### config.mk
export PLATFORM = sky130hd
export DESIGN_NAME = intel_hex_record_encoder_flat
export DESIGN_NICKNAME = d
export VERILOG_FILES = /design/src/ihex_pkg.sv /design/src/ihex_in_if.sv /design/src/ihex_out_if.sv /design/src/ihex_front.sv /design/src/ihex_queue.sv /design/src/ihex_back.sv /design/src/intel_hex_record_encoder.sv /design/src/flat_wrapper.sv
export SDC_FILE = /design/constraint.sdc
export NUM_CORES = 1
export LEC_CHECK = 0
export ABC_AREA = 1
export BUFFER_PORTS_ARGS = -buffer_cell sky130_fd_sc_hd__buf_2
export CORE_AREA = 2 2 219 221
export CTS_CLUSTER_DIAMETER = 120
export DETAILED_ROUTE_END_ITERATION = 10
export DIE_AREA = 0 0 221 223
export GPL_ROUTABILITY_DRIVEN = 1
export HOLD_SLACK_MARGIN = 0.02
export PLACE_DENSITY = 0.6
export SYNTH_ARGS = -nofsm -noshare
export SYNTH_HDL_FRONTEND = slang
export SYNTH_HIERARCHICAL = 1
export SYNTH_SLANG_ARGS = --single-unit
export TNS_END_PERCENT = 30
### constraint.sdc
create_clock -name clk -period 17.7 [get_ports clk]
set_input_delay 3.54 -clock clk [delete_from_list [all_inputs] [get_ports clk]]
set_output_delay 3.54 -clock clk [all_outputs]
set_load 0.01 [all_outputs]
### src/ihex_pkg.sv
// Shared types, constants and helper functions of the Intel HEX record encoder.
package ihex_pkg;

    localparam int CFG_IDX_W  = 2;
    localparam int CFG_DATA_W = 32;

    localparam logic [CFG_IDX_W-1:0] REG_BASE_ADDRESS     = 2'd0;
    localparam logic [CFG_IDX_W-1:0] REG_IMAGE_LENGTH     = 2'd1;
    localparam logic [CFG_IDX_W-1:0] REG_BYTES_PER_RECORD = 2'd2;

    localparam logic [7:0] DEFAULT_RECORD_BYTES = 8'd16;
    localparam logic [7:0] EXT_RECORD_SUM       = 8'd6;

    localparam logic [7:0] CH_COLON = 8'h3A;
    localparam logic [7:0] CH_CR    = 8'h0D;
    localparam logic [7:0] CH_LF    = 8'h0A;
    localparam logic [7:0] CH_ZERO  = 8'h30;
    localparam logic [7:0] CH_ONE   = 8'h31;
    localparam logic [7:0] CH_F     = 8'h46;

    localparam logic [7:0] TYPE_EXT_LINEAR = 8'h04;
    localparam logic [7:0] TYPE_DATA       = 8'h00;
    localparam logic [7:0] EXT_BYTE_COUNT  = 8'h02;

    // Character counts of each text piece
    localparam logic [4:0] LEN_EXT   = 5'd17;
    localparam logic [4:0] LEN_HDR   = 5'd9;
    localparam logic [4:0] LEN_DATA  = 5'd2;
    localparam logic [4:0] LEN_CLOSE = 5'd4;
    localparam logic [4:0] LEN_EOF   = 5'd13;
    // EOF line without CR LF: an item carries at most 43 characters
    localparam logic [4:0] LEN_EOF_CUT = 5'd11;

    typedef enum logic [2:0] {
        PH_START,
        PH_EXT,
        PH_HDR,
        PH_DATA,
        PH_CLOSE,
        PH_EOF
    } phase_t;

    // Everything the text generator needs for one input item
    typedef struct packed {
        logic        ext;
        logic [7:0]  ext_hi;
        logic [7:0]  ext_lo;
        logic [7:0]  ext_ck;
        logic        hdr;
        logic [7:0]  count;
        logic [15:0] addr;
        logic [7:0]  data;
        logic        close;
        logic [7:0]  close_ck;
        logic        eof;
    } desc_t;

    function automatic logic [7:0] hex_char(input logic [3:0] nib);
        logic [7:0] c;
        if (nib < 4'd10)
            c = CH_ZERO + {4'd0, nib};
        else
            c = 8'h37 + {4'd0, nib};
        return c;
    endfunction

    // ":00000001FF" CR LF
    function automatic logic [7:0] eof_char(input logic [3:0] idx);
        logic [7:0] c;
        unique case (idx)
            4'd0:    c = CH_COLON;
            4'd8:    c = CH_ONE;
            4'd9:    c = CH_F;
            4'd10:   c = CH_F;
            4'd11:   c = CH_CR;
            4'd12:   c = CH_LF;
            default: c = CH_ZERO;
        endcase
        return c;
    endfunction

endpackage

### src/ihex_in_if.sv
// Input channel: one image byte per item.
interface ihex_in_if;
    logic       valid;
    logic       ready;
    logic [7:0] data_byte;

    modport source (output valid, output data_byte, input ready);
    modport sink (input valid, input data_byte, output ready);
endinterface

### src/ihex_out_if.sv
// Output channel: one ASCII character of the HEX text per item.
interface ihex_out_if;
    logic       valid;
    logic       ready;
    logic [7:0] character;
    logic       last_of_run;
    logic       image_done;

    modport source (output valid, output character, output last_of_run,
                    output image_done, input ready);
    modport sink (input valid, input character, input last_of_run,
                  input image_done, output ready);
endinterface

### src/ihex_front.sv
// Front end: configuration registers, record bookkeeping and item classification.
module ihex_front (
    input  logic                           clk,
    input  logic                           rst_n,
    input  logic                           wr_en,
    input  logic [ihex_pkg::CFG_IDX_W-1:0]  wr_index,
    input  logic [ihex_pkg::CFG_DATA_W-1:0] wr_data,
    input  logic                           in_valid,
    output logic                           in_ready,
    input  logic [7:0]                     data_byte,
    input  logic                           q_full,
    output logic                           push,
    output ihex_pkg::desc_t                push_desc
);
    import ihex_pkg::*;

    logic [31:0] base_reg;
    logic [31:0] length_reg;
    logic [7:0]  bpr_reg;

    logic [31:0] pos_reg, pos_next;
    logic [7:0]  left_reg, left_next;
    logic [7:0]  ck_reg, ck_next;
    logic [15:0] upper_reg, upper_next;
    logic        uvalid_reg, uvalid_next;

    logic [31:0] phys;
    logic [31:0] remain;
    logic [16:0] room;
    logic [7:0]  lim;
    logic        open_rec;
    logic        need_ext;
    logic [7:0]  ck_cur, ck_after;
    logic [7:0]  left_cur, left_after;
    logic [31:0] pos_inc;
    logic        close_rec;
    logic        eof;

    always_ff @(posedge clk or negedge rst_n)
    begin
        if (!rst_n)
        begin
            base_reg   <= '0;
            length_reg <= 32'd1;
            bpr_reg    <= DEFAULT_RECORD_BYTES;
        end
        else if (wr_en)
        begin
            case (wr_index)
                REG_BASE_ADDRESS:     base_reg   <= wr_data;
                REG_IMAGE_LENGTH:     length_reg <= wr_data;
                REG_BYTES_PER_RECORD: bpr_reg    <= wr_data[7:0];
                default:              ;
            endcase
        end
    end

    assign in_ready = !q_full;
    assign push     = in_valid && !q_full;

    always_comb
    begin
        phys   = base_reg + pos_reg;
        remain = length_reg - pos_reg;
        room   = 17'h10000 - {1'b0, phys[15:0]};

        // Record size: configured limit (zero selects the default), cut at image end and at the 64K boundary
        lim = (bpr_reg == 8'd0) ? DEFAULT_RECORD_BYTES : bpr_reg;
        if (remain != 32'd0 && remain < {24'd0, lim})
            lim = remain[7:0];
        if (room < {9'd0, lim})
            lim = room[7:0];

        open_rec = (left_reg == 8'd0);
        need_ext = open_rec && (!uvalid_reg || phys[31:16] != upper_reg);

        ck_cur     = open_rec ? (lim + phys[15:8] + phys[7:0]) : ck_reg;
        ck_after   = ck_cur + data_byte;
        left_cur   = open_rec ? lim : left_reg;
        left_after = left_cur - 8'd1;
        close_rec  = (left_after == 8'd0);
        pos_inc    = pos_reg + 32'd1;
        eof        = (pos_inc == length_reg);

        push_desc.ext      = need_ext;
        push_desc.ext_hi   = phys[31:24];
        push_desc.ext_lo   = phys[23:16];
        push_desc.ext_ck   = 8'd0 - (EXT_RECORD_SUM + phys[31:24] + phys[23:16]);
        push_desc.hdr      = open_rec;
        push_desc.count    = lim;
        push_desc.addr     = phys[15:0];
        push_desc.data     = data_byte;
        push_desc.close    = close_rec;
        push_desc.close_ck = 8'd0 - ck_after;
        push_desc.eof      = eof;

        pos_next    = pos_reg;
        left_next   = left_reg;
        ck_next     = ck_reg;
        upper_next  = upper_reg;
        uvalid_next = uvalid_reg;
        if (push)
        begin
            if (eof)
            begin
                // Image complete: return to the start state
                pos_next    = '0;
                left_next   = '0;
                ck_next     = '0;
                upper_next  = '0;
                uvalid_next = 1'b0;
            end
            else
            begin
                pos_next  = pos_inc;
                left_next = left_after;
                ck_next   = close_rec ? 8'd0 : ck_after;
                if (need_ext)
                begin
                    upper_next  = phys[31:16];
                    uvalid_next = 1'b1;
                end
            end
        end
    end

    always_ff @(posedge clk or negedge rst_n)
    begin
        if (!rst_n)
        begin
            pos_reg    <= '0;
            left_reg   <= '0;
            ck_reg     <= '0;
            upper_reg  <= '0;
            uvalid_reg <= 1'b0;
        end
        else
        begin
            pos_reg    <= pos_next;
            left_reg   <= left_next;
            ck_reg     <= ck_next;
            upper_reg  <= upper_next;
            uvalid_reg <= uvalid_next;
        end
    end

endmodule

### src/ihex_queue.sv
// Two-entry queue of item descriptors between front end and text generator.
module ihex_queue (
    input  logic            clk,
    input  logic            rst_n,
    input  logic            push,
    input  ihex_pkg::desc_t push_desc,
    output logic            full,
    input  logic            pop,
    output logic            head_valid,
    output ihex_pkg::desc_t head_desc
);
    import ihex_pkg::*;

    desc_t      mem_reg [2];
    logic       wr_ptr_reg;
    logic       rd_ptr_reg;
    logic [1:0] count_reg;

    assign full       = (count_reg == 2'd2);
    assign head_valid = (count_reg != 2'd0);
    assign head_desc  = mem_reg[rd_ptr_reg];

    always_ff @(posedge clk)
    begin
        if (push)
            mem_reg[wr_ptr_reg] <= push_desc;
    end

    always_ff @(posedge clk or negedge rst_n)
    begin
        if (!rst_n)
        begin
            wr_ptr_reg <= 1'b0;
            rd_ptr_reg <= 1'b0;
            count_reg  <= '0;
        end
        else
        begin
            if (push)
                wr_ptr_reg <= !wr_ptr_reg;
            if (pop)
                rd_ptr_reg <= !rd_ptr_reg;
            if (push && !pop)
                count_reg <= count_reg + 2'd1;
            else if (pop && !push)
                count_reg <= count_reg - 2'd1;
        end
    end

endmodule

### src/ihex_back.sv
// Text generator: walks the pieces of one descriptor, one character per cycle while the receiver does not stall.
module ihex_back (
    input  logic            clk,
    input  logic            rst_n,
    input  logic            head_valid,
    input  ihex_pkg::desc_t head_desc,
    output logic            pop,
    output logic            out_valid,
    input  logic            out_ready,
    output logic [7:0]      character,
    output logic            last_of_run,
    output logic            image_done
);
    import ihex_pkg::*;

    phase_t     phase_reg, phase_next;
    logic [4:0] idx_reg, idx_next;
    logic       out_valid_reg, out_valid_next;
    logic [7:0] char_reg;
    logic       lor_reg;
    logic       done_reg;

    phase_t     cur_phase;
    logic       step;
    logic [4:0] k;
    logic [7:0] sel_byte;
    logic [7:0] ch;
    logic [4:0] plen;
    logic       last_in_phase;
    logic       item_end;

    always_comb
    begin
        if (phase_reg == PH_START)
        begin
            if (head_desc.ext)
                cur_phase = PH_EXT;
            else if (head_desc.hdr)
                cur_phase = PH_HDR;
            else
                cur_phase = PH_DATA;
        end
        else
            cur_phase = phase_reg;

        step     = head_valid && (!out_valid_reg || out_ready);
        k        = idx_reg - 5'd1;
        sel_byte = 8'd0;
        ch       = 8'd0;
        plen     = LEN_DATA;

        unique case (cur_phase)
            PH_EXT:
            begin
                plen = LEN_EXT;
                case (k[3:1])
                    3'd0:    sel_byte = EXT_BYTE_COUNT;
                    3'd3:    sel_byte = TYPE_EXT_LINEAR;
                    3'd4:    sel_byte = head_desc.ext_hi;
                    3'd5:    sel_byte = head_desc.ext_lo;
                    3'd6:    sel_byte = head_desc.ext_ck;
                    default: sel_byte = 8'd0;
                endcase
                if (idx_reg == 5'd0)
                    ch = CH_COLON;
                else if (idx_reg == LEN_EXT - 5'd2)
                    ch = CH_CR;
                else if (idx_reg == LEN_EXT - 5'd1)
                    ch = CH_LF;
                else
                    ch = hex_char(k[0] ? sel_byte[3:0] : sel_byte[7:4]);
            end
            PH_HDR:
            begin
                plen = LEN_HDR;
                unique case (k[2:1])
                    2'd0: sel_byte = head_desc.count;
                    2'd1: sel_byte = head_desc.addr[15:8];
                    2'd2: sel_byte = head_desc.addr[7:0];
                    2'd3: sel_byte = TYPE_DATA;
                endcase
                if (idx_reg == 5'd0)
                    ch = CH_COLON;
                else
                    ch = hex_char(k[0] ? sel_byte[3:0] : sel_byte[7:4]);
            end
            PH_DATA:
            begin
                plen = LEN_DATA;
                ch   = hex_char(idx_reg[0] ? head_desc.data[3:0] : head_desc.data[7:4]);
            end
            PH_CLOSE:
            begin
                plen = LEN_CLOSE;
                unique case (idx_reg[1:0])
                    2'd0: ch = hex_char(head_desc.close_ck[7:4]);
                    2'd1: ch = hex_char(head_desc.close_ck[3:0]);
                    2'd2: ch = CH_CR;
                    2'd3: ch = CH_LF;
                endcase
            end
            PH_EOF:
            begin
                // Address record, one-byte record and EOF in one item: drop CR LF
                plen = (head_desc.ext && head_desc.close) ? LEN_EOF_CUT : LEN_EOF;
                ch   = eof_char(idx_reg[3:0]);
            end
            default:
            begin
                plen = LEN_DATA;
                ch   = 8'd0;
            end
        endcase

        last_in_phase = (idx_reg == plen - 5'd1);

        // Pick the piece that follows the current one
        item_end   = 1'b0;
        phase_next = phase_reg;
        idx_next   = idx_reg;
        if (step)
        begin
            if (!last_in_phase)
            begin
                phase_next = cur_phase;
                idx_next   = idx_reg + 5'd1;
            end
            else
            begin
                idx_next = 5'd0;
                unique case (cur_phase)
                    PH_EXT:   phase_next = PH_HDR;
                    PH_HDR:   phase_next = PH_DATA;
                    PH_DATA:
                    begin
                        if (head_desc.close)
                            phase_next = PH_CLOSE;
                        else if (head_desc.eof)
                            phase_next = PH_EOF;
                        else
                            item_end = 1'b1;
                    end
                    PH_CLOSE:
                    begin
                        if (head_desc.eof)
                            phase_next = PH_EOF;
                        else
                            item_end = 1'b1;
                    end
                    default:  item_end = 1'b1;
                endcase
                if (item_end)
                    phase_next = PH_START;
            end
        end

        pop = step && item_end;

        if (step)
            out_valid_next = 1'b1;
        else if (out_ready)
            out_valid_next = 1'b0;
        else
            out_valid_next = out_valid_reg;
    end

    always_ff @(posedge clk or negedge rst_n)
    begin
        if (!rst_n)
        begin
            phase_reg     <= PH_START;
            idx_reg       <= '0;
            out_valid_reg <= 1'b0;
        end
        else
        begin
            phase_reg     <= phase_next;
            idx_reg       <= idx_next;
            out_valid_reg <= out_valid_next;
        end
    end

    always_ff @(posedge clk)
    begin
        if (step)
        begin
            char_reg <= ch;
            lor_reg  <= item_end;
            done_reg <= item_end && (cur_phase == PH_EOF);
        end
    end

    assign out_valid   = out_valid_reg;
    assign character   = char_reg;
    assign last_of_run = lor_reg;
    assign image_done  = done_reg;

endmodule

### src/intel_hex_record_encoder.sv
// Top level of the Intel HEX record encoder.
//
// Image bytes arrive on the image channel in address order, one per item;
// the HEX text leaves on the text channel as one ASCII character per item.
// last_of_run marks the final character caused by an input byte, and
// image_done the last character of the EOF record, after which the encoder
// starts over.
// base_address, image_length and bytes_per_record are written through the
// wr_en / wr_index / wr_data port; the user must write them only while no text
// is pending, the encoder itself does not enforce this. The first character
// of a byte passes through the descriptor queue, then the output register.
// The text generator emits one character per cycle while the receiver accepts;
// a byte yields 2 characters inside a record, 6 to 15 when it opens or closes
// a record, up to 43 with an address record and the EOF record (the EOF line
// loses CR LF when the byte also brings an address record and a one-byte
// record). About 3 characters per byte at 16-byte records. The front end
// accepts a byte every cycle while the two-entry descriptor queue has room.
// A stalled receiver holds the output register; the queue then fills and
// the image channel deasserts ready. Reset returns the registers to their
// defaults (base 0, length 1, 16 bytes per record) and empties the queue.
module intel_hex_record_encoder (
    input  logic                           clk,
    input  logic                           rst_n,
    ihex_in_if.sink                        image,
    ihex_out_if.source                     text,
    input  logic                           wr_en,
    input  logic [ihex_pkg::CFG_IDX_W-1:0]  wr_index,
    input  logic [ihex_pkg::CFG_DATA_W-1:0] wr_data
);
    import ihex_pkg::*;

    logic  push;
    desc_t push_desc;
    logic  q_full;
    logic  pop;
    logic  head_valid;
    desc_t head_desc;

    ihex_front u_front (
        .clk       (clk),
        .rst_n     (rst_n),
        .wr_en     (wr_en),
        .wr_index  (wr_index),
        .wr_data   (wr_data),
        .in_valid  (image.valid),
        .in_ready  (image.ready),
        .data_byte (image.data_byte),
        .q_full    (q_full),
        .push      (push),
        .push_desc (push_desc)
    );

    ihex_queue u_queue (
        .clk        (clk),
        .rst_n      (rst_n),
        .push       (push),
        .push_desc  (push_desc),
        .full       (q_full),
        .pop        (pop),
        .head_valid (head_valid),
        .head_desc  (head_desc)
    );

    ihex_back u_back (
        .clk         (clk),
        .rst_n       (rst_n),
        .head_valid  (head_valid),
        .head_desc   (head_desc),
        .pop         (pop),
        .out_valid   (text.valid),
        .out_ready   (text.ready),
        .character   (text.character),
        .last_of_run (text.last_of_run),
        .image_done  (text.image_done)
    );

endmodule

### src/flat_wrapper.sv
// flat-port wrapper written by rule: the top's interface ports become plain ports
module intel_hex_record_encoder_flat import ihex_pkg::*;
  (clk, rst_n, wr_en, wr_index, wr_data, image_valid, image_data_byte, image_ready, text_valid, text_character, text_last_of_run, text_image_done, text_ready);
  ihex_in_if image_i ();
  ihex_out_if text_i ();
  input  logic clk;
  input  logic rst_n;
  input  logic wr_en;
  input  logic [ihex_pkg::CFG_IDX_W-1:0] wr_index;
  input  logic [ihex_pkg::CFG_DATA_W-1:0] wr_data;
  input wire logic [$bits(image_i.valid)-1:0] image_valid;
  input wire logic [$bits(image_i.data_byte)-1:0] image_data_byte;
  output wire logic [$bits(image_i.ready)-1:0] image_ready;
  output wire logic [$bits(text_i.valid)-1:0] text_valid;
  output wire logic [$bits(text_i.character)-1:0] text_character;
  output wire logic [$bits(text_i.last_of_run)-1:0] text_last_of_run;
  output wire logic [$bits(text_i.image_done)-1:0] text_image_done;
  input wire logic [$bits(text_i.ready)-1:0] text_ready;
  assign image_i.valid = image_valid;
  assign image_i.data_byte = image_data_byte;
  assign image_ready = image_i.ready;
  assign text_valid = text_i.valid;
  assign text_character = text_i.character;
  assign text_last_of_run = text_i.last_of_run;
  assign text_image_done = text_i.image_done;
  assign text_i.ready = text_ready;
  intel_hex_record_encoder u_core (.clk(clk), .rst_n(rst_n), .image(image_i), .text(text_i), .wr_en(wr_en), .wr_index(wr_index), .wr_data(wr_data));
endmodule
Word level (Yosys, flattened, before mapping)

Memory sizes are Yosys's and may differ from the RTL's.
Cells that the tools add are included.

Flip-flop bits (word level): 160
Memory bits (writable): 136
Memories kept: 1

Add/sub/neg operators: 27
$lt $le $gt $ge: 7
Eq/ne operators: 29
Muxes and demuxes: 56
Reductions and logical operators: 40

Memory list:

| memory                 | words | width | read ports | clocked after memory_dff | wr ports | RTL line         | RTL |
|---|---|---|---|---|---|---|---|
| u_core.u_queue.mem_reg | 2     | 68    | 1          | 0                        | 1        | ihex_queue.sv:14 | `desc_t mem_reg [2];` |

Operators with widths:

| cell                     | number |
|---|---|
| $mux W8                  | 10 |
| $pmux W8 S5              | 2 |
| $add A6 B4 Y7 const A    | 10 |
| $pmux W8 S4              | 2 |
| $mux W7                  | 9 |
| $pmux W7 S5              | 1 |
| $add A32 B1 Y32 const B  | 1 |
| $add A32 B32 Y32         | 1 |
| $add A8 B8 Y8            | 4 |
| $eq A32 B32 Y1           | 1 |
| $lt A32 B8 Y1            | 1 |
| $mux W16                 | 2 |
| $mux W32                 | 1 |
| $reduce_bool A32 Y1      | 1 |
| $sub A32 B32 Y32         | 1 |
| $logic_not A8 Y1         | 3 |
| $eq A4 B4 Y1 const B     | 5 |
| $lt A4 B4 Y1 const B     | 5 |
| $pmux W5 S4              | 1 |
| $mux W3                  | 6 |
| $lt A17 B8 Y1            | 1 |
| $sub A17 B16 Y17 const A | 1 |
| $ne A16 B16 Y1           | 1 |
| $sub A1 B8 Y8 const A    | 2 |
| 32 further kinds         | 87 |

Longest topological paths before layout

Gate-level depths: netlist (run 1).
An unclocked memory read counts as a cell.

Word-level depth: 16
Depth in mapped cells: 58

Cells and area by module

Netlist (run 1), hierarchy kept.

By module, submodules not included:

| module     | instances | cells each | area an instance (sq um) | sequential area each (sq um) |
|---|---|---|---|---|
| ihex_front | 1         | 1978       | 13226.4                  | 3430.8 |
| ihex_queue | 1         | 237        | 5156.2                   | 4184.0 |
| ihex_back  | 1         | 427        | 2521.2                   | 495.5 |

Worst setup path before layout (run 1)

Ideal clock, no wire load.

Path type: input to register
From: input image_valid
To: memory u_core/u_queue/mem_reg[0][0] in the netlist's numbering, enable pin
Library setup time: 0.494 ns
Data arrival time: 7.126 ns
Data required time: 17.206 ns
Slack: 10.080 ns
Cell stages on the path: 5
Path buffers: 1
Path through: nand2_1 clkinv_1 clkbuf_1 inv_1 nor2_1

Cells in the longest elaborated chain, start to end: 3

RTL lines:

| element                       | RTL line                       | RTL |
|---|---|---|
| start: declaration            | flat_wrapper.sv:11             | `input wire logic [$bits(image_i.valid)-1:0] image_valid;` |
| $logic_and A1 B1 Y1           | ihex_front.sv:59               | `assign push = in_valid && !q_full;` |
| via u_core.push               | intel_hex_record_encoder.sv:32 | `logic push;` |
| $mux W1                       | ihex_queue.sv:25               | `if (push)` |
| $mux W1 (not written as such) | ihex_queue.sv:26               | `mem_reg[wr_ptr_reg] <= push_desc;` |
| end: declaration              | ihex_queue.sv:14               |  |

The timed path passes the listed nets, and every way through them passes these cells.

==> results of run 1 <==
==> per-stage QoR <==
step	instances	cell area [sq um]	utilization, %
2_1_floorplan	2642	20900	-
3_3_place_gp	3266	21690	46.01
3_5_place_dp	3266	21690	46.01
4_1_cts	3331	22980	48.74
5_1_grt	3331	22980	48.74
6_report	3331	22980	48.74
==> cells by family after synthesis <==
logic type / after synthesis / synth area share, %
and+or+nand+nor: 1239 / 25.95
buffers and inverters: 465 / 9.056
AOI/OAI and AO/OA: 314 / 8.332
DFF: 295 / 38.80
adders and majority gates: 131 / 8.272
xor gates and xnor gates: 126 / 5.585
muxes: 71 / 3.986
other: 1 / 0.01794
==> synth_stat cells (all sizes together), types with 2 or more instances <==
library cell,n,area [sq um]
o211ai,7,52.55
buf,35,279.0
nor2,188,809.5
mux2,68,803.3
nand3,194,1006
xor2,92,828.3
dfstp,2,52.55
mux2i,3,30.03
clkinv,3,11.26
inv,405,1520
o22ai,32,200.2
a21oi,101,524.3
fa,12,240.2
nor4,14,100.1
nand3b,8,60.06
nand2,753,2912
and2,7,43.79
dfrtp,148,3704
o21bai,8,60.06
a31oi,2,12.51
o21ai,144,724.4
a21o,7,52.55
o21a,2,15.01
edfxtp,145,4354
nor3,26,157.7
or2,10,62.57
ha,119,1489
nand4,36,252.7
clkbuf,22,82.58
xnor2,34,339.1
a211oi,2,20.02
==> routing by layer <==
layer	global-route usage, %	part of all wire, %
met1	28.98	45
met2	39.32	48
met3	3.108	4.3
met4	6.343	2.5
met5	0	0
==> area by class of cell <==
cell class / count / area [sq um]
Clock buffer: 49 / 1042
Clock inverter: 16 / 246.5
Fill cell: 4581 / 24170
Inverter: 408 / 1531
Multi-Input combinational cell: 1882 / 10920
Sequential cell: 295 / 8112
Tap cell: 615 / 769.5
Timing Repair Buffer: 66 / 359.1
==> worst max-delay path: cells and delay by family (launching register included) <==
| kind | cells | cell delay, ns |
|---|---|---|
| flops | 1 | 0.53 |
| xor+xnor | 3 | 0.44 |
| simple gates | 21 | 2.66 |
| fa+ha+maj | 8 | 2.72 |
| compound gates | 7 | 1.44 |
| buf+inv | 3 | 0.23 |
==> final timing paths <==
kind	startpoint	endpoint	slack, ns	cells past startpoint
max in group asynchronous	rst_n	u_core/u_front/base_reg[9]	13.10	2
setup / recovery	u_core/u_front/length_reg[0]	u_core/u_queue/mem_reg[0][8]	9.39	42
hold reg to reg	u_core/u_front/uvalid_reg	u_core/u_front/uvalid_reg	0.48	2
setup reg to reg	u_core/u_front/length_reg[0]	u_core/u_queue/mem_reg[0][8]	9.39	42
hold / removal	u_core/u_front/uvalid_reg	u_core/u_front/uvalid_reg	0.48	2
min in group asynchronous	rst_n	u_core/u_back/idx_reg[1]	3.04	1
==> metrics.md, run 1 <==
| Metric | Value |
|---|---|
| Avg Vias per Cell | 5.160 |
| Most common cell after layout, fill and taps aside | nand2_1 |
| Critical path type | register to register |
| CP max-delay cell | fa_1 |
| CP max stage delay | 0.54 ns |
| First drt pass iteration count | 6 |
| Tot GR Track Use | 22.46% |
| Critical path launch point type | register |
| I/O pin count | 59 |
| Syn Nets | 2820 |
| Layout cell share with drive strength beyond 1 | 11.19% |
| Max FFs per register | 136 |
| Max-Cap Viols | 0 |
| Die Y | 223 microns |
| Most frequent cells in the layout | 727 x nand2_1, 382 x inv_1, 185 x nand3_1, 167 x nor2_1, 147 x dfrtp_1 |
| Critical Path Most Common Cell | nand2_1 |
| Post-synthesis sequential area ratio | 38.80% |
| Number of synthesized flops with an enable pin | 145 |
| Area delta synth->final | 9.924% |
| Initial antenna violation count | 0 |
| Ys Warns | 6 |
| Number of buffers created by CTS | 36 |
| Outcome | finished clean |
| Hold Crit Class | register to register |
| Root Driver | clkbuf_16 |
| Min Clock Period, post-route | 8.315 ns |
| Total Routed Length | 55160 microns |
| H-tree levels | 2 |
| Synth cell types | 69 |
| Fmax | 120.3 MHz |
| Setup Viol. Count Final | 0 |
| Die Area | 0.04928 sq mm |
| First-pass GRT wire length | 89220 microns |
| Pins Over Slew Limit | 0 |
| Postcts setup bufs | 0 |
| Cells after Synth | 2642 |
| Final hold slack | 0.4787 ns |
| Starting Density | 44.34% |
| Crit end category | register |
| # diodes | 0 |
| Clk buf depth | 3 |
| DRT antenna net count | 0 |
| Setup Total Neg Slack | 0 ns |
| Max Clock Skew | 0.02143 ns |
| Width of the die | 221 microns |
| Iter 0 DRT Violations | 1152 |
| Seq cells post-synth | 295 |
| Post-Syn Area | 0.02090 sq mm |
| Reg clk slew, reported paths | 0.06 ns |
| Number of remaining DRC errors | 0 |
| Top_reg_cell synth | dfrtp_1 |
| Rel. slew slack | 32.42% |
| RePlAce Congestion | 0.9284 |
| Nets | 2867 |
| Hold-fix buffer count after cts | 0 |
| Vias | 17.19k |
| Max FO, Critical Path | 14 |
| Detailed placement HPWL | 42100 microns |
| Post-synthesis area per instance | 7.912 sq um |
| Largest net degree at the start of global routing | 78 |
| Number of global-route vias before repair | 17.09k |
| Tcrit/Tclk final | 46.97% |
| Setup slack after layout | 9.385 ns |
| Site Rows | 80 |
| RSZ-0062 raised after global routing | false |
| CP arrival | 8.59 ns |
| Avg WL per Cell | 16.56 microns |
| Grt ovf | 0 |
| Final Hold Viols | 0 |
| Clk_lat worst skew | 0.55 ns |
| CTS sink cnt | 295 |
| CTS-repair resized insts | 0 |
| Worst slack at placement | 9.383 ns |
| Number of buffers added on ports | 57 |
| CTS tree | yes |
| Worst Tran Pin Value | 1.014 ns |
| Synth async-reset ratio | 50.85% |
| CP required | 17.98 ns |
| Core Area | 0.04715 sq mm |
Power of run 1 is left out: the tool's default activity adds up to more than one toggle a clock period on the data nets, which glitch-free logic cannot reach.
==> run 2: changes to the inputs <==
Settings changed: ABC_AREA 1 to 0, CORE_AREA 2 2 219 221 to 2 2 217 219, DIE_AREA 0 0 221 223 to 0 0 219 221, PLACE_DENSITY 0.6 to 0.63.
Clock period 17.7 ns to 7.05 ns, I/O delays scaled along.
==> run 2 against run 1 <==
Global-route usage up 1.7 points. Largest cell class unchanged. The run now ends with negative setup slack left. Die area shrank 1.8%. Synthesized area down 1.9%.
==> metrics.md, run 2 <==
| Metric | Value |
|---|---|
| Root Driver | clkbuf_16 (unchanged) |
| RSZ-0062 raised after global routing | true (was false) |
| Nets | 2577 (was 2867) |
| Crit end category | register (unchanged) |
| Total Routed Length | 58610 microns (was 55160 microns) |
| Main combinational cell family by area after synthesis | compound AO/OA/AOI/OAI gates (was simple AND/OR/NAND/NOR gates) |
| Site Rows | 79 (was 80) |
| Post-Syn Area | 0.02051 sq mm (was 0.02090 sq mm) |
| Clock power frac | 16.4% |
| Max Clock Skew | 0.02830 ns (was 0.02143 ns) |
| Die Area | 0.04840 sq mm (was 0.04928 sq mm) |
| Most frequent cells in the layout | 355 x buf_4, 156 x nand2_1, 147 x dfrtp_1, 145 x edfxtp_1, 138 x mux2_2 (was 727 x nand2_1, 382 x inv_1, 185 x nand3_1, 167 x nor2_1, 147 x dfrtp_1) |
| Number of buffers created by CTS | 34 (was 36) |
| Setup slack after layout | -2.152 ns (was 9.385 ns) |
| Number of global-route vias before repair | 17.13k (was 17.09k) |
| DRT antenna net count | 0 (unchanged) |
| Simple-gate area share of the yosys netlist | 12.13% (was 25.95%) |
| Hold Crit Class | register to register (unchanged) |
| Synth cell types | 99 (was 69) |
| Fill cell count | 4118 (was 4581) |
| Starting Density | 44.52% (was 44.34%) |
| Switching pwr | 4.576 mW |
| Most common cell after layout, fill and taps aside | buf_4 (was nand2_1) |
| Worst Tran Pin Value | 1.101 ns (was 1.014 ns) |
| Post-synthesis mux area share | 9.920% (was 3.986%) |
| Die Y | 221 microns (was 223 microns) |
| H-tree levels | 2 (unchanged) |
| Synth top area cells | edfxtp_1 21%, dfrtp_1 18%, mux2_2 7.6% (was edfxtp_1 21%, dfrtp_1 18%, nand2_1 13%) |
| Synth area leader | edfxtp_1 (unchanged) |
| LEAKAGE | 10.60 nW |
| Top_reg_cell synth | dfrtp_1 (unchanged) |
| First-pass GRT wire length | 92830 microns (was 89220 microns) |
| Width of the die | 219 microns (was 221 microns) |
| Synth top area share | 21.23% (was 20.83%) |
| First drt pass iteration count | 8 (was 6) |
| Met2 routed WL | 28740 microns (was 26720 microns) |
| Setup Viol. Count Final | 33 (was 0) |
| Grt ovf | 0 (unchanged) |
| P_int | 6.689 mW |
| Number of remaining DRC errors | 0 (unchanged) |
| Reg clk slew, reported paths | 0.06 ns (about the same) |
| Final hold slack | 0.5054 ns (was 0.4787 ns) |
| Detailed placement HPWL | 44130 microns (was 42100 microns) |
| CTS tree | yes (unchanged) |
| CP arrival | 9.64 ns (was 8.59 ns) |
| Rel. slew slack | 26.60% (was 32.42%) |
| Max FFs per register | 136 (unchanged) |
| Avg Vias per Cell | 5.630 (was 5.160) |
| Iter 0 DRT Violations | 1141 (was 1152) |
| Met3 wire length | 2385 microns (was 2372 microns) |
| Failing checks | negative setup slack |
| Avg WL per Cell | 19.33 microns (was 16.56 microns) |
| Max-Cap Viols | 0 (unchanged) |
| Switching fraction of total power | 40.62% |
| Min Clock Period, post-route | 9.202 ns (was 8.315 ns) |
| Complex-gate fraction of the synthesized area | 18.01% (was 8.332%) |
| Final Hold Viols | 0 (unchanged) |
| Pins Over Slew Limit | 0 (unchanged) |
| Seq cells post-synth | 295 (unchanged) |
| Initial antenna violation count | 0 (unchanged) |
| Largest net degree at the start of global routing | 94 (was 78) |
| Total Power | 11.26 mW |
| # diodes | 0 (unchanged) |
| Cells after Synth | 2046 (was 2642) |
| Cell Pwr Density | 443.9 mW/mm^2 |
| Fmax | 108.7 MHz (was 120.3 MHz) |
| Tcrit/Tclk final | 130.5% (was 46.97%) |
| Number of synthesized flops with an enable pin | 145 (unchanged) |
| Syn Nets | 2224 (was 2820) |
| DR top layer | met4 (unchanged) |
| Max FO, Critical Path | 7 (was 14) |
| CTS sink cnt | 295 (unchanged) |
| Hold-fix buffer count after cts | 0 (unchanged) |
| Synth top cells by count | 161 x nand2_1, 148 x dfrtp_1, 145 x edfxtp_1, 138 x mux2_2, 133 x o21ai_0 (was 727 x nand2_1, 383 x inv_1, 187 x nand3_1, 168 x nor2_1, 148 x dfrtp_1) |
| CP max-delay cell | or4_4 (was fa_1) |
| Fin util | 55.09% (was 48.74%) |
| Post-synthesis area per instance | 10.02 sq um (was 7.912 sq um) |
| RePlAce Congestion | 0.9237 (was 0.9284) |
| Area delta synth->final | 23.74% (was 9.924%) |
| Logic pwr share | 58.7% |
| Routed length on met1 | 25820 microns (was 24670 microns) |
| Clk buf depth | 3 (unchanged) |
| Dominant cell by count in the synthesized netlist | nand2_1 (unchanged) |
| Number of buffers added on ports | 57 (unchanged) |
| Critical path launch point type | register (unchanged) |
| Ys Warns | 6 (unchanged) |
| Outcome | finished with violations (was finished clean) |
| Post-synthesis xor/xnor area fraction | 7.047% (was 5.584%) |
| Post-synthesis sequential area ratio | 39.55% (was 38.80%) |
| Flop pwr share | 24.8% |
| Synth async-reset ratio | 50.85% (unchanged) |
| CP required | 7.49 ns (was 17.98 ns) |
| Worst slack at placement | -2.499 ns (was 9.383 ns) |
| I/O pin count | 59 (unchanged) |
| Critical Path Most Common Cell | buf_4 (was nand2_1) |
| Tot GR Track Use | 24.19% (was 22.46%) |
| Adder-Cell Fraction of Synth Area | 8.431% (was 8.272%) |
| Cell Area, Placed | 0.02375 sq mm (was 0.02169 sq mm) |
| Critical path type | register to register (unchanged) |
| Clk_lat worst skew | 0.56 ns (was 0.55 ns) |
| CP max stage delay | 0.58 ns (was 0.54 ns) |
| Layout cell share with drive strength beyond 1 | 30.43% (was 11.19%) |
| Maximum vdd drop | 0.0002879 V |
| Vias | 17.07k (was 17.19k) |
| Core Area | 0.04606 sq mm (was 0.04715 sq mm) |
| Design area | 0.02538 sq mm (was 0.02298 sq mm) |
run 2: area by class of cell:
class / count / area (sq um) / share of cell area, %
inverter: 120 / 450.4 / 1.775
sequential: 295 / 8112 / 31.96
multi-input combinational: 1527 / 11830 / 46.60
timing repair buffer: 421 / 3067 / 12.08
tap: 607 / 759.5 / 2.993
clock buffer: 44 / 948.4 / 3.737
clock inverter: 18 / 215.2 / 0.8480
run 2: routing by layer:
| layer | global-route usage (%) | up-vias |
|---|---|---|
| met2 | 41.74 | 416 |
| met5 | 0 | - |
| li1 | - | 8255 |
| met4 | 7.389 | 0 |
| met1 | 31.84 | 8311 |
| met3 | 2.543 | 89 |
run 2: final timing paths:
check	start	endpoint	slack, ns	cells after the start
worst max-delay path	u_core/u_front/length_reg[0]	u_core/u_front/ck_reg[7]	-2.15	44
worst min-delay path	u_core/u_front/ck_reg[6]	u_core/u_front/ck_reg[6]	0.51	1
worst max register to register	u_core/u_front/length_reg[0]	u_core/u_front/ck_reg[7]	-2.15	44
worst min register to register	u_core/u_front/ck_reg[6]	u_core/u_front/ck_reg[6]	0.51	1
max in group asynchronous	rst_n	u_core/u_front/base_reg[9]	4.66	2
min in group asynchronous	rst_n	u_core/u_front/pos_reg[3]	0.96	1
run 2: power groups by stage:
stage	registers [mW]	logic [mW]	clock network [mW]
floorplan	2.74	4.05	0
global placement	2.80	6.04	0
detailed placement	2.82	6.16	0
CTS	2.80	6.39	1.90
global route	2.85	7.26	1.97
finish	2.80	6.61	1.85
run 2: worst max-delay path: cells and delay by family (launching register included):
kind,cells,cell delay [ns]
simple gates,10,2.45
fa+ha+maj,7,2.28
compound gates,14,2.16
buf+inv,9,0.91
flops,1,0.53
xor+xnor,3,0.46
mux,1,0.30
run 2: metrics by stage:
stage,instances,setup TNS [ns]
2_1_floorplan,2046,-45.66
4_1_cts,3026,-40.65
5_1_grt,3032,-60.53
3_3_place_gp,2948,-44.77
3_5_place_dp,2948,-53.97
6_report,3032,-41.87
run 2: kinds of logic (layout without fill, tap and decap cells):
group | count (synthesis) | in the layout
adder cells (fa/ha/maj) | 131 | 131
XOR/XNOR | 165 | 165
other | 1 | 1
AND/OR/NAND/NOR | 500 | 500
flip-flops | 295 | 295
AO/OA/AOI/OAI | 549 | 549
multiplexers | 181 | 181
buffers and inverters | 224 | 603
run 2: timing repair:
item / 4_1_cts / 5_1_grt
setup buffers: 16 / 7
hold endpoints to repair: 0 / 0
pin swaps: 38 / 14
setup endpoints to repair: 40 / 48
resized for setup: 32 / 33
Power figures use the tool's default switching activity.
==> run 3: changes to the inputs <==
Settings changed: HOLD_SLACK_MARGIN 0.02 to 0.05, PLACE_DENSITY 0.63 to 0.6.
Clock period 7.05 ns to 11.75 ns, I/O delays scaled along.
==> run 3 against run 2 <==
The run now ends clean. Sequential share of layout area increased by 4.3 points. Sequential power decreased by 39%. Clock-buffer cell count increased by 5. Utilization decreased by 6.5 points. Sequential cell count unchanged. Worst setup slack improved by 2.9 ns. Critical path type unchanged. Largest cell class unchanged.
==> metrics.md, run 3 (synthesis results as in run 2) <==
| Metric | Value |
|---|---|
| Postcts setup bufs | 0 (was 16) |
| Site Rows | 79 (unchanged) |
| Outcome | finished clean (was finished with violations) |
| Number of buffers added on ports | 57 (unchanged) |
| Final hold slack | 0.4859 ns (was 0.5054 ns) |
| Placed insts | 2626 (was 2948) |
| Die Area | 0.04840 sq mm (unchanged) |
| R2r startpoint | u_core/u_front/length_reg[0] (unchanged) |
| Fmax | 90.80 MHz (was 108.7 MHz) |
| Avg WL per Cell | 21.11 microns (was 19.33 microns) |
| Clock power frac | 18.8% (was 16.4%) |
| Cells on worst reg2reg path | 41 (was 44) |
| CP arrival | 11.30 ns (was 9.64 ns) |
| Grt ovf | 0 (unchanged) |
| Final Hold Viols | 0 (unchanged) |
| CP max-delay cell | mux2i_1 (was or4_4) |
| Worst hold start | u_core/u_queue/count_reg[1] (was u_core/u_front/ck_reg[6]) |
| Worst Tran Pin Value | 1.010 ns (was 1.101 ns) |
| Design area | 0.02237 sq mm (was 0.02538 sq mm) |
| Area delta synth->final | 9.072% (was 23.74%) |
| Non-Filler Instances | 2688 (was 3032) |
| Pins Over Slew Limit | 0 (unchanged) |
| P_int | 3.406 mW (was 6.689 mW) |
| Critical path type | register to register (unchanged) |
| First-pass GRT wire length | 89360 microns (was 92830 microns) |
| CP required | 12.03 ns (was 7.49 ns) |
| Setup slack after layout | 0.7370 ns (was -2.152 ns) |
| Most frequent cells in the layout | 161 x nand2_1, 147 x dfrtp_1, 145 x edfxtp_1, 138 x mux2_2, 133 x o21ai_0 (was 355 x buf_4, 156 x nand2_1, 147 x dfrtp_1, 145 x edfxtp_1, 138 x mux2_2) |
| Max Clock Skew | 0.03130 ns (was 0.02830 ns) |
| Root Driver | clkbuf_16 (unchanged) |
| Fin util | 48.56% (was 55.09%) |
| Critical path launch point type | register (unchanged) |
| Layout cell share with drive strength beyond 1 | 15.86% (was 30.43%) |
| Detailed placement HPWL | 41610 microns (was 44130 microns) |
| Rel. slew slack | 32.50% (was 26.60%) |
| Clk_lat worst skew | 0.56 ns (about the same) |
| Min Clock Period, post-route | 11.01 ns (was 9.202 ns) |
| Max FO, Critical Path | 15 (was 7) |
| Cell Pwr Density | 264.7 mW/mm^2 (was 443.9 mW/mm^2) |
| Fill cell count | 4344 (was 4118) |
| Number of remaining DRC errors | 0 (unchanged) |
| Tcrit/Tclk final | 93.73% (was 130.5%) |
| RePlAce Congestion | 0.9615 (was 0.9237) |
| Starting Density | 44.52% (unchanged) |
| First drt pass iteration count | 8 (unchanged) |
| Reg clk slew, reported paths | 0.06 ns (about the same) |
| Crit end category | register (unchanged) |
| I/O pin count | 59 (unchanged) |
| CTS sink cnt | 295 (unchanged) |
| Total Routed Length | 56740 microns (was 58610 microns) |
| Setup Viol. Count Final | 0 (was 33) |
| CTS-repair resized insts | 0 (was 32) |
| Cell Area, Placed | 0.02119 sq mm (was 0.02375 sq mm) |
| Worst Setup SP | u_core/u_front/length_reg[0] (unchanged) |
| RSZ-0062 raised after global routing | false (was true) |
| Setup Total Neg Slack | 0 ns (was -41.87 ns) |
| Total Power | 5.921 mW (was 11.26 mW) |
| Switching pwr | 2.515 mW (was 4.576 mW) |
| Iter 0 DRT Violations | 1228 (was 1141) |
| Largest net degree at the start of global routing | 91 (was 94) |
| Max FFs per register | 136 (unchanged) |
| CP max stage delay | 0.65 ns (was 0.58 ns) |
| DRT antenna net count | 0 (unchanged) |
| Number of buffers created by CTS | 36 (was 34) |
| CTS tree | yes (unchanged) |
| Hold Crit Class | register to register (unchanged) |
| Tot GR Track Use | 23.51% (was 24.19%) |
| Number of global-route vias before repair | 15.71k (was 17.13k) |
| Vias | 15.83k (was 17.07k) |
| Initial antenna violation count | 1 (was 0) |
| H-tree levels | 2 (unchanged) |
| Most common cell after layout, fill and taps aside | nand2_1 (was buf_4) |
| Width of the die | 219 microns (unchanged) |
| Hold path depth | 1 (unchanged) |
| Worst slack at placement | 0.9399 ns (was -2.499 ns) |
| Max-Cap Viols | 0 (unchanged) |
| # diodes | 0 (unchanged) |
| Core Area | 0.04606 sq mm (unchanged) |
| LEAKAGE | 8.839 nW (was 10.60 nW) |
| Clk buf depth | 3 (unchanged) |
| Nets | 2235 (was 2577) |
| Die Y | 221 microns (unchanged) |
| Switching fraction of total power | 42.47% (was 40.62%) |
| Avg Vias per Cell | 5.888 (was 5.630) |
| Maximum vdd drop | 0.0001937 V (was 0.0002879 V) |
| Logic pwr share | 52.3% (was 58.7%) |
| Hold-fix buffer count after cts | 0 (unchanged) |
| Flop pwr share | 28.9% (was 24.8%) |
[run 3: changes by cell type in the layout (fill, tap and decap cells not counted), moves of 5 or more]
cell	before	now
a21oi_1	120	131
a21oi_2	15	6
buf_4	355	20
buf_6	9	1
clkinv_2	9	4
ha_1	113	119
mux2i_1	26	33
nand2_1	156	161
nand2_2	6	1
o21ai_0	124	133
o21ai_1	13	6
xnor2_1	98	103
[run 3: final timing paths]
check,end,slack (ns)
min,u_core/u_queue/count_reg[1],0.49
min in group asynchronous,u_core/u_front/pos_reg[4],1.87
min reg2reg,u_core/u_queue/count_reg[1],0.49
max,u_core/u_queue/mem_reg[1][8],0.74
max in group asynchronous,u_core/u_front/base_reg[27],8.55
max reg2reg,u_core/u_queue/mem_reg[1][8],0.74
[run 3: layout make-up]
type | instances | area [sq um] | area share [%]
multi-input combinational | 1527 | 11420 | 51.06
sequential | 295 | 8112 | 36.26
clock buffer | 49 | 1041 | 4.654
tap | 607 | 759.5 | 3.395
inverter | 120 | 450.4 | 2.014
timing repair buffer | 77 | 441.7 | 1.974
clock inverter | 13 | 142.6 | 0.6377
[run 3: worst max-delay path, delay by kind of cell, from the launching register on]
| family | cells | cell delay [ns] |
|---|---|---|
| compound gates | 16 | 3.47 |
| fa+ha+maj | 7 | 2.47 |
| simple gates | 9 | 2.10 |
| xor+xnor | 5 | 0.96 |
| mux | 2 | 0.96 |
| flops | 1 | 0.53 |
| buf+inv | 2 | 0.26 |
[run 3: power by group through the flow]
stage | logic, mW | clock network, mW | registers (mW)
final | 3.10 | 1.11 | 1.71
after global routing | 3.45 | 1.18 | 1.75
after CTS | 3.08 | 1.14 | 1.71
after detailed placement | 3.07 | 0 | 1.73
after global placement | 3.02 | 0 | 1.72
after floorplan | 2.37 | 0 | 1.64
[run 3: per-layer routing]
metal  wire length, microns  GRT usage, %
met5                     13             0
met4                   2346         10.00
met3                   2596         3.299
met2                  26740         38.47
met1                  25040         31.08
